<file path="src/hdl/fss_pkg.sv">
package fss_pkg;

  localparam int QUERY_MAX = 48;
  localparam int HAY_MAX   = 256;
  localparam int QWORDS    = QUERY_MAX / 8;

  localparam int CHAR_W  = 8;
  localparam int QIDX_W  = 6;
  localparam int SCORE_W = 12;
  localparam int PTS_W   = 8;
  localparam int CFG_IDX_W = 3;

  localparam logic [PTS_W-1:0]   PTS_BASE  = 8'd4;
  localparam logic [PTS_W-1:0]   PTS_RUN   = 8'd6;
  localparam logic [PTS_W-1:0]   PTS_START = 8'd12;
  localparam logic [PTS_W-1:0]   PTS_WORD  = 8'd8;
  localparam logic [CHAR_W-1:0]  CASE_OFFSET = 8'd32;
  localparam logic [SCORE_W-1:0] SCORE_MAX = 12'd4095;
  localparam logic [7:0]         GAP_MAX   = 8'd255;
  localparam logic [7:0]         POS_MAX   = 8'(HAY_MAX - 1);
  localparam logic [QIDX_W-1:0]  QLEN_MAX  = 6'(QUERY_MAX);

  // configuration register indexes
  typedef enum logic [CFG_IDX_W-1:0] {
    REG_QUERY_0_7   = 3'd0,
    REG_QUERY_8_15  = 3'd1,
    REG_QUERY_16_23 = 3'd2,
    REG_QUERY_24_31 = 3'd3,
    REG_QUERY_32_39 = 3'd4,
    REG_QUERY_40_47 = 3'd5,
    REG_QUERY_LEN   = 3'd6
  } cfg_reg_t;

  typedef struct packed {
    logic [CHAR_W-1:0] q_char;
    logic [QIDX_W-1:0] q_len;
  } fss_query_t;

  typedef struct packed {
    logic [SCORE_W-1:0] score;
    logic               matched;
  } fss_result_t;

  function automatic logic [CHAR_W-1:0] fold_case(input logic [CHAR_W-1:0] c);
    if (c >= 8'h41 && c <= 8'h5A) begin
      return c + CASE_OFFSET;
    end
    return c;
  endfunction

  function automatic logic is_separator(input logic [CHAR_W-1:0] c);
    return (c == 8'h20) || (c == 8'h2F) || (c == 8'h5F) || (c == 8'h2D);
  endfunction

endpackage

</file>
<file path="src/hdl/fss_query.sv">
module fss_query (
  input  logic                           clk,
  input  logic                           rst_n,
  input  logic                           cfg_we,
  input  logic [fss_pkg::CFG_IDX_W-1:0]  cfg_index,
  input  logic [63:0]                    cfg_data,
  input  logic [fss_pkg::QIDX_W-1:0]     q_index,
  output fss_pkg::fss_query_t            query
);
  import fss_pkg::*;

  logic [QWORDS-1:0][63:0]        words_r;
  logic [QIDX_W-1:0]              len_r;
  logic [QUERY_MAX-1:0][CHAR_W-1:0] bytes_w;

  always_ff @(posedge clk) begin
    if (!rst_n) begin
      words_r <= '0;
      len_r   <= '0;
    end else if (cfg_we) begin
      if (cfg_index == REG_QUERY_LEN) begin
        len_r <= cfg_data[QIDX_W-1:0];
      end else if (cfg_index <= REG_QUERY_40_47) begin
        words_r[cfg_index] <= cfg_data;
      end
    end
  end

  assign bytes_w      = words_r;
  assign query.q_char = bytes_w[q_index];
  // clamp oversized lengths
  assign query.q_len  = (len_r > QLEN_MAX) ? QLEN_MAX : len_r;

endmodule

</file>
<file path="src/hdl/fss_score.sv">
module fss_score (
  input  logic                        clk,
  input  logic                        rst_n,
  input  logic                        step,
  input  logic [fss_pkg::CHAR_W-1:0]  hay_char,
  input  logic                        is_last,
  input  fss_pkg::fss_query_t         query,
  output logic [fss_pkg::QIDX_W-1:0]  q_index,
  output fss_pkg::fss_result_t        result
);
  import fss_pkg::*;

  logic [QIDX_W-1:0]  qidx_r, qidx_nxt;
  logic [QIDX_W-1:0]  run_r, run_nxt, run_inc;
  logic               any_r, any_nxt;
  logic               lastm_r, lastm_nxt;
  logic [7:0]         gap_r, gap_nxt;
  logic [7:0]         pos_r, pos_nxt;
  logic [CHAR_W-1:0]  prev_r, prev_nxt;
  logic [SCORE_W-1:0] score_r, score_nxt;

  logic               hit;
  logic [PTS_W-1:0]   pts, net;
  logic [SCORE_W:0]   sum;

  assign q_index = qidx_r;
  assign hit = (qidx_r < query.q_len) && (hay_char != '0) &&
               (fold_case(hay_char) == fold_case(query.q_char));
  assign run_inc = run_r + 1'b1;

  always_comb begin
    pts = PTS_BASE;
    if (lastm_r) begin
      pts = pts + PTS_RUN + {1'b0, run_inc, 1'b0};
    end
    if (pos_r == '0) begin
      pts = pts + PTS_START;
    end else if (is_separator(prev_r)) begin
      pts = pts + PTS_WORD;
    end
    net = (pts > gap_r) ? pts - gap_r : '0;
    if (net == '0) begin
      net = 8'd1;
    end
    sum = {1'b0, score_r} + (SCORE_W+1)'(net);
  end

  always_comb begin
    qidx_nxt  = qidx_r;
    run_nxt   = run_r;
    any_nxt   = any_r;
    lastm_nxt = 1'b0;
    gap_nxt   = (gap_r < GAP_MAX) ? gap_r + 1'b1 : gap_r;
    score_nxt = score_r;
    if (hit) begin
      run_nxt   = lastm_r ? run_inc : '0;
      score_nxt = sum[SCORE_W] ? SCORE_MAX : sum[SCORE_W-1:0];
      qidx_nxt  = qidx_r + 1'b1;
      any_nxt   = 1'b1;
      lastm_nxt = 1'b1;
      gap_nxt   = '0;
    end
    pos_nxt  = (pos_r < POS_MAX) ? pos_r + 1'b1 : pos_r;
    prev_nxt = hay_char;

    if (query.q_len == '0) begin
      result.score   = SCORE_W'(1);
      result.matched = 1'b1;
    end else if (qidx_nxt >= query.q_len) begin
      result.score   = score_nxt;
      result.matched = 1'b1;
    end else begin
      result.score   = '0;
      result.matched = 1'b0;
    end
  end

  always_ff @(posedge clk) begin
    if (!rst_n || (step && is_last)) begin
      qidx_r  <= '0;
      run_r   <= '0;
      any_r   <= 1'b0;
      lastm_r <= 1'b0;
      gap_r   <= '0;
      pos_r   <= '0;
      prev_r  <= '0;
      score_r <= '0;
    end else if (step) begin
      qidx_r  <= qidx_nxt;
      run_r   <= run_nxt;
      any_r   <= any_nxt;
      lastm_r <= lastm_nxt;
      gap_r   <= gap_nxt;
      pos_r   <= pos_nxt;
      prev_r  <= prev_nxt;
      score_r <= score_nxt;
    end
  end

endmodule

</file>
<file path="src/hdl/fuzzy_subsequence_scorer.sv">
// Fuzzy subsequence scorer: rates one haystack string against a query.
//
// Load the query through the cfg channel while the block is idle: indexes
// 0..5 take eight query bytes each (lowest byte first), index 6 takes the
// query length; other indexes are dropped. cfg_ready is always high.
// Stream the haystack on the in_ channel, one character per item in
// in_tdata, with in_tlast on the final character. Exactly one result item
// leaves on the out_ channel per string: out_tdata carries the score,
// out_tuser the matched flag.
//
// Throughput: one character per cycle while in_tready stays high. Each item
// is held in an input register, then scored against the running state, and
// the result of the last character lands in the output register, which
// drives out_tvalid.
// A stalled receiver holds the result in the output register; the input
// side keeps taking characters until a second string ends, then the input
// register holds that last character and in_tready drops.
// Reset (rst_n low, synchronous) clears the query to empty, the per-string
// state and both pipeline registers.
module fuzzy_subsequence_scorer (
  input  logic        clk,
  input  logic        rst_n,
  // input channel
  input  logic        in_tvalid,
  output logic        in_tready,
  input  logic [7:0]  in_tdata,   // [7:0] hay_char
  input  logic        in_tlast,   // is_last
  // result channel
  output logic        out_tvalid,
  input  logic        out_tready,
  output logic [15:0] out_tdata,  // [11:0] score, [15:12] zero
  output logic        out_tuser,  // [0] matched
  // configuration write channel
  input  logic        cfg_valid,
  output logic        cfg_ready,
  input  logic [2:0]  cfg_index,
  input  logic [63:0] cfg_data
);
  import fss_pkg::*;

  // input register
  logic              in_valid_r;
  logic [CHAR_W-1:0] in_char_r;
  logic              in_last_r;

  // output register
  logic              out_valid_r;
  fss_result_t       out_res_r;

  logic              advance;
  logic              out_free;
  logic [QIDX_W-1:0] q_index;
  fss_query_t        query;
  fss_result_t       result;

  assign cfg_ready = 1'b1;

  // A non-last character never needs the output register; a last one
  // needs it empty or draining this cycle.
  assign out_free  = !out_valid_r || out_tready;
  assign advance   = in_valid_r && (!in_last_r || out_free);
  assign in_tready = !in_valid_r || advance;

  fss_query u_query (
    .clk       (clk),
    .rst_n     (rst_n),
    .cfg_we    (cfg_valid && cfg_ready),
    .cfg_index (cfg_index),
    .cfg_data  (cfg_data),
    .q_index   (q_index),
    .query     (query)
  );

  fss_score u_score (
    .clk      (clk),
    .rst_n    (rst_n),
    .step     (advance),
    .hay_char (in_char_r),
    .is_last  (in_last_r),
    .query    (query),
    .q_index  (q_index),
    .result   (result)
  );

  // Hold the character until the scoring step takes it.
  always_ff @(posedge clk) begin
    if (!rst_n) begin
      in_valid_r <= 1'b0;
    end else if (in_tready) begin
      in_valid_r <= in_tvalid;
    end
  end

  always_ff @(posedge clk) begin
    if (in_tvalid && in_tready) begin
      in_char_r <= in_tdata;
      in_last_r <= in_tlast;
    end
  end

  // Capture the result on the last character; drop valid once taken.
  always_ff @(posedge clk) begin
    if (!rst_n) begin
      out_valid_r <= 1'b0;
    end else if (advance && in_last_r) begin
      out_valid_r <= 1'b1;
    end else if (out_tready) begin
      out_valid_r <= 1'b0;
    end
  end

  always_ff @(posedge clk) begin
    if (advance && in_last_r) begin
      out_res_r <= result;
    end
  end

  assign out_tvalid = out_valid_r;
  assign out_tdata  = {4'b0000, out_res_r.score};
  assign out_tuser  = out_res_r.matched;

endmodule
</file>
<file path="config.mk">
export PLATFORM = sky130hd
export DESIGN_NAME = fuzzy_subsequence_scorer
export DESIGN_NICKNAME = d
export VERILOG_FILES = /design/src/hdl/fss_pkg.sv /design/src/hdl/fss_query.sv /design/src/hdl/fss_score.sv /design/src/hdl/fuzzy_subsequence_scorer.sv
export SDC_FILE = /design/constraint.sdc
export NUM_CORES = 1
export LEC_CHECK = 0
export BUFFER_PORTS_ARGS = -buffer_cell sky130_fd_sc_hd__buf_2
export CAP_MARGIN = 10
export CORE_ASPECT_RATIO = 0.75
export CORE_MARGIN = 2
export CORE_UTILIZATION = 35
export CTS_BUF_LIST = sky130_fd_sc_hd__clkbuf_4
export CTS_CLUSTER_DIAMETER = 100
export DETAILED_ROUTE_END_ITERATION = 8
export GPL_TIMING_DRIVEN = 0
export PLACE_DENSITY = 0.57
export RECOVER_POWER = 25
export SETUP_SLACK_MARGIN = 0.3
export SLEW_MARGIN = 20
export SYNTH_ARGS = -nofsm -noshare
export SYNTH_HDL_FRONTEND = slang
export SYNTH_SLANG_ARGS = --single-unit
</file>
<file path="constraint.sdc">
create_clock -name clk -period 16.9 [get_ports clk]
set_input_delay 4.225 -clock clk [delete_from_list [all_inputs] [get_ports clk]]
set_output_delay 4.225 -clock clk [all_outputs]
set_load 0.05 [all_outputs]
</file>
==> impl_results.md, run 1 <==
* Core Region at approximately 64,000 µm²
* Final slew viol count at 0
* Final min period at 9260 ps
* Final Hold Fails at 0
* Actual slew at the worst max-slew pin at 1279 ps
* Vias at 20.58k
* Boundary Pins at approximately 100
* Gr usage total at 0.2658
* Final Core Density at 0.4038
* DP HPWL at 66.77 mm
* WS Path Type: input port to output pin
* Switching Share at 0.2867
* CTS Sinks at around 460
* Max Cap Viol at 0
* Resize count post-CTS at 0
* Buffer depth of the longest clock path at 3
* Status: finished, final reports clean
* Ys async rst share at 0
* Clock power frac at 0.417
* Met2 wire len at around 37 mm
* VDD IR-drop max at roughly 0.048 mV
* Largest net degree at the start of global routing at 17
* Vias in the first global route at approximately 20k
* TritonCTS clock tree: yes
* Worst EP arrival at ~5000 ps
* Net Switching at between 0.6 and 0.7 mW
* P&R area growth vs syn at 13.78%
* Syn. warnings at 0
* Final setup viols at 0
* TritonCTS Buffers at approximately 120
* CTS H-Tree Depth at 3
* Initial Utilization at 0.3549
* DR iter-0 viols at 2,469
* First-pass GRT wire length at between 100 and 150 mm
* Post-CTS Hold Fix Bufs at 0
* Die height at approximately 220 µm
* TNS Setup at 0 ps
* Detailed Routing Iterations Pass 1 at 5
* Total Nets Final at 2,924
* Gr ovfl total at 0
* Filler cells at 6,477
* Aggregate routed wire length at between 90 and 100 mm
* Worst hold path type: register to register
* Critical Path RT at 12,680 ps
* Clk_lat worst skew at around 940 ps
* Gate power share at 0.114
* Layout cell share with drive strength beyond 1 at 0.1385
* Reg area at ~9500 µm²
* Crit Path Max Fanout at 4
* DRC errors left at 0
* Syn Inst Count at between 2k and 3k
* I/O Buffers at 90
* Leak Pwr at just under 9 nW
* Clock Root Buffer: clkbuf_4
* Achievable Freq at around 110 MHz
* RSZ-0062 raised after global routing: no
* Final worst path period share at 0.5479
* Initial antenna violation count at 6
* Cells after DPL at 3,541
* Mean Syn Cell Area at roughly 9 µm²
* Final Power at approximately 2.4 mW
* Crit path from: out_tready
* Worst r2r src: u_score.q_index[0]
* Met3 WL at 10.66 mm
* Post-CTS Setup Inserts at 0
* Register bit total from synthesis at around 460
* Fin cells at 3,763
* Via density at 5.470
* Max transition margin at 0.1407
* Pwr Density at ~95 nW/µm²
* Synth Flop Type: dfxtp_1
* Seq pwr share at 0.469
* Routed len/inst at around 24 µm
* Post-synth EDFFs at 22
* Clk_skew at ~63 ps
* Critical Path End Type: output pin
* Post-Syn Area at roughly 23,000 µm²
* Die Area at ~67,000 µm²
* Area of the multi-input gates at about 12,000 µm²
* Die X at 297.8 µm
* Top Metal Used: met5
* GP Congestion at slightly below 1
* Startpoint types: input port
* P_int at ~1.7 mW
* Min-delay src: u_query.bytes_w[302]
* CTS clk-pin slew, worst paths at around 60 ps
* DRT antenna net count at 0
* Row Count at 80
* Distinct cells, synth at 71
* Seq/Total Area, Yosys at 0.4187
* WL met1 at between 30 and 40 mm
==> worst max-delay path: stages <==
cell and delay, ps:
buf_2 100, nor2b_1 310, nand3_1 160, buf_2 240
==> per-layer routing <==
layer,GRT usage,vias up
li1,-,9352
met1,0.3751,9925
met4,0.09758,2
met3,0.08075,208
met5,0,-
met2,0.3806,1096
==> power by group through the flow <==
stage	combinational, mW	sequential, mW	clock, mW
final	0.279	1.15	1.02
after global routing	0.301	1.15	1.09
after CTS	0.273	1.14	1.03
after detailed placement	0.272	1.17	0
after global placement	0.266	1.17	0
after floorplan	0.167	1.16	0
==> final timing paths <==
path	endpoint	depth (start not counted)	slack (ps)
setup / recovery	in_tready	4	7640
hold / removal	u_query.bytes_w[302]	2	460
setup reg to reg	out_tdata[10]	28	9170
hold reg to reg	u_query.bytes_w[302]	2	460
==> registers in the layout, indices dropped and copies added (netlist names) <==
register	flops
in_last_r	1
u_score.lastm_r	1
in_char_r	8
u_score.prev_r	8
out_tuser	1
u_score.run_r	6
u_query.bytes_w	384
u_score.gap_r	8
out_tvalid	1
u_score.pos_r	8
out_tdata	12
u_score.q_index	6
u_query.len_r	6
u_score.score_r	12
in_valid_r	1
==> kinds of logic (layout without fill, tap and decap cells) <==
| kind of cell | count (synthesis) | count (layout) | share of synthesized area |
|---|---|---|---|
| and+or+nand+nor | 1075 | 1075 | 0.1948 |
| AOI/OAI and AO/OA | 575 | 575 | 0.1857 |
| DFF | 463 | 463 | 0.4187 |
| buffers and inverters | 225 | 532 | 0.04577 |
| muxes | 167 | 167 | 0.1170 |
| adders and majority gates | 40 | 40 | 0.02275 |
| xor gates and xnor gates | 39 | 39 | 0.01507 |
| other | 2 | 11 | 0.0003314 |
==> Yosys cell counts, drive strengths merged (22+ instances only) <==
master | n | area [µm²]
nand2 | 850 | 3191
a21boi | 387 | 2905
nor2b | 25 | 156.4
nor2 | 61 | 229.0
inv | 37 | 138.9
xnor2 | 26 | 227.7
ha | 38 | 475.5
a21oi | 61 | 309.1
nand3 | 37 | 185.2
clkbuf | 140 | 525.5
buf | 48 | 372.9
edfxtp | 22 | 660.6
mux4 | 71 | 1682
a22oi | 27 | 202.7
mux2i | 92 | 920.9
dfxtp | 441 | 8828
==> metrics by stage <==
stage          hold WS [ps]  setup slack [ps]  instance area (µm²)
6_report              460.4              7640                25790
3_3_place_gp          446.0              7710                24200
2_1_floorplan         436.1              7821                22680
5_1_grt               483.6              7638                25780
3_5_place_dp          454.0              7692                24220
4_1_cts               463.1              7686                25780
==> cell usage in the layout (no fill, tap or decap), types with 6 or more instances in the layout <==
cell	count
nand2_1	850
dfxtp_1	441
a21boi_0	387
clkbuf_4	189
clkbuf_1	140
buf_2	106
mux2i_1	92
nor2_1	61
a21oi_1	60
mux4_2	49
ha_1	38
inv_1	37
nand3_1	37
a22oi_1	27
xnor2_1	26
nor2b_1	25
mux4_1	22
edfxtp_1	22
clkinv_1	19
nand2b_1	17
and2_1	16
buf_4	14
nor3_1	14
a211oi_1	13
o21ai_0	13
xor2_1	13
a21o_1	12
and3_1	12
buf_6	10
a31oi_1	10
nand4_1	8
diode_2	6
buf_1	6
nand3b_1	6
nor4_1	6
o21bai_1	6
or3_1	6
==> area by class of cell <==
class	count	share of cell area
clock buffers	189	0.05502
well taps	861	0.04178
repair buffers	91	0.01776
diodes	6	0.0005822
multi-input cells	1901	0.4713
flip-flops and latches	463	0.3680
inverters	37	0.005386
clock inverters	27	0.005337
plain buffers	188	0.03484
No activity file was read; power rests on OpenSTA's default activity.
==> run 2: changes to the inputs <==
- PLACE_DENSITY: 0.57 -> 0.59
- clock period: 16.9 -> 8.26 ns (I/O delays scaled with it)
==> impl_results.md, run 2 (synthesized netlist as in run 1, its figures left out) <==
* Pwr Density at 198.3 nW/µm² (was 94.67 nW/µm²)
* Boundary Pins at 101 (unchanged)
* Final worst path period share at 0.8977
* Die X at 297.8 µm (unchanged)
* Critical Path End Type: register (was output pin)
* Final slew viol count at 0 (unchanged)
* Actual slew at the worst max-slew pin at 1214 ps (was 1279 ps)
* Via density at 5.467 (was 5.470)
* Final Power at 5.138 mW (was 2.441 mW)
* Most used cell, CP: a21oi_1 (was buf_2)
* Achievable Freq at 134.9 MHz
* Final Core Density at 0.4057 (was 0.4038)
* Initial Utilization at 0.3549 (unchanged)
* Routed len/inst at 23.64 µm (was 24.02 µm)
* Vias at 20.56k (was 20.58k)
* Die Area at 66,830 µm² (unchanged)
* Worst path max stage delay at 890 ps (was 310 ps)
* Clk_skew at 52.52 ps (was 63.46 ps)
* Max FFs per register at 384 (unchanged)
* VDD IR-drop max at 0.1055 mV (was 0.04792 mV)
* First-pass GRT wire length at 128.2 mm (was 129.9 mm)
* Clock Root Buffer: clkbuf_4 (unchanged)
* Startpoint types: register (was input port)
* Crit path from: u_score.q_index[0] (was out_tready)
* Critical Path RT at 8970 ps (was 12,680 ps)
* DRT antenna net count at 0 (unchanged)
* Die height at 224.4 µm (unchanged)
* Row Count at 80 (unchanged)
* Post-CTS Setup Inserts at 0 (unchanged)
* Gr ovfl total at 0 (unchanged)
* DRC errors left at 0 (unchanged)
* R2R cell count at 28 (unchanged)
* I/O Buffers at 90 (unchanged)
* RSZ-0062 raised after global routing: no (unchanged)
* WL met1 at 38.88 mm (was 39.91 mm)
* Met2 wire len at 36.91 mm (was 36.68 mm)
* TritonCTS Buffers at 131 (was 121)
* DR iter-0 viols at 2,264 (was 2,469)
* Layout cell share with drive strength beyond 1 at 0.1405 (was 0.1385)
* Placement Cell Area at 24,220 µm² (unchanged)
* Worst R2R End: out_tdata[10] (unchanged)
* Final setup viols at 0 (unchanged)
* Aggregate routed wire length at 88.91 mm (was 90.39 mm)
* TritonCTS clock tree: yes (unchanged)
* Reg2reg setup slack at 850 ps (was 9170 ps)
* Clk_lat worst skew at 980 ps (was 940 ps)
* Initial antenna violation count at 6 (unchanged)
* Commonest non-fill, non-tap cell in the layout: nand2_1 (unchanged)
* CTS H-Tree Depth at 4 (was 3)
* Core Region at 63,860 µm² (unchanged)
* CP max stage cell: a2111oi_0 (was nor2b_1)
* Top Metal Used: met4 (was met5)
* GP Congestion at 1.036 (was 0.9811)
* Final min period at 7415 ps
* Leak Pwr at 8.935 nW (was 8.896 nW)
* Vias in the first global route at 19.81k (was 19.69k)
* Total Nets Final at 2,934 (was 2,924)
* CTS Sinks at 463 (unchanged)
* Status: finished, final reports clean (unchanged)
* Max Cap Viol at 0 (unchanged)
* DP HPWL at 65.51 mm (was 66.77 mm)
* TNS Setup at 0 ps (unchanged)
* Crit Path Max Fanout at 10 (was 4)
* Largest net degree at the start of global routing at 17 (unchanged)
* Worst EP arrival at 8130 ps (was 5030 ps)
* CTS clk-pin slew, worst paths at 70 ps (was 60 ps)
* Final Hold Fails at 0 (unchanged)
* WS Path Type: register to register (was input port to output pin)
* Post-Layout Inst Area at 25,910 µm² (was 25,790 µm²)
* Gr usage total at 0.2617 (was 0.2658)
* Highest-count cells in the layout ignoring fill and taps: nand2_1, dfxtp_1, a21boi_0 (unchanged)
* Max transition margin at 0.1874 (was 0.1407)
* P&R area growth vs syn at 14.30% (was 13.78%)
* Met3 WL at 10.18 mm (was 10.66 mm)
* Worst r2r src: u_score.q_index[0] (unchanged)
* Buffer depth of the longest clock path at 3 (unchanged)
* Setup crit end: out_tdata[10] (was in_tready)
* Worst hold path type: register to register (unchanged)
* Detailed Routing Iterations Pass 1 at 5 (unchanged)
run 2: changes by cell type in the layout (fill, tap and decap cells not counted), sizes merged:
cell,delta
diode,-2
clkbuf,-3
clkinvlp,+3
clkinv,-5
inv,+1
bufinv,+4
run 2: repair_timing:
item                                    in CTS  in global routing
hold buffers                                 0                  0
endpoints found under the setup margin       0                  9
endpoints found under the hold margin        0                  0
resized for setup                            0                  2
run 2: worst min-delay path by stage:
stage | start | to | depth (start not counted)
after detailed placement | u_query.bytes_w[163] | u_query.bytes_w[163] | 2
final | u_query.bytes_w[163] | u_query.bytes_w[163] | 2
after global routing | u_query.bytes_w[68] | u_query.bytes_w[68] | 2
after floorplan | u_score.prev_r[7] | u_score.prev_r[7] | 2
after global placement | u_query.bytes_w[223] | u_query.bytes_w[223] | 2
after CTS | u_query.bytes_w[163] | u_query.bytes_w[163] | 2
run 2: layer usage:
metal | global-route usage | up-vias
met4 | 0.1024 | 0
met1 | 0.3622 | 9917
met2 | 0.3796 | 1090
met5 | 0 | -
li1 | - | 9370
met3 | 0.08056 | 186
run 2: final cells by class:
cell class,instances,area (µm²)
antenna,4,10.01
buffer,188,898.4
clock buffer,186,1396
clock inverter,30,266.5
fill,6568,37960
inverter,37,138.9
multi-input combinational,1901,12170
sequential,463,9489
tap,861,1077
timing repair buffer,91,457.9
run 2: metrics by stage:
step	setup slack [ps]	cells	hold slack [ps]
after floorplan	2251	2589	436.1
after global placement	1035	3540	446.6
after detailed placement	871.0	3541	454.0
after CTS	867.0	3757	462.6
after global routing	277.2	3759	477.7
final	845.1	3761	460.1
run 2: where the power goes:
group | switching, mW | internal, mW | total [mW]
Combinational | 0.374 | 0.199 | 0.573
Clock | 1.04 | 1.19 | 2.22
Sequential | 0.0387 | 2.31 | 2.34
Total | 1.45 | 3.69 | 5.14
run 2: critical path: cells and delay by family (launching register included):
| family | cells | cell delay (ps) |
|---|---|---|
| xor+xnor | 1 | 160 |
| flops | 1 | 350 |
| mux | 1 | 360 |
| compound gates | 12 | 3470 |
| simple gates | 7 | 900 |
| fa+ha+maj | 1 | 240 |
| buf+inv | 6 | 1670 |
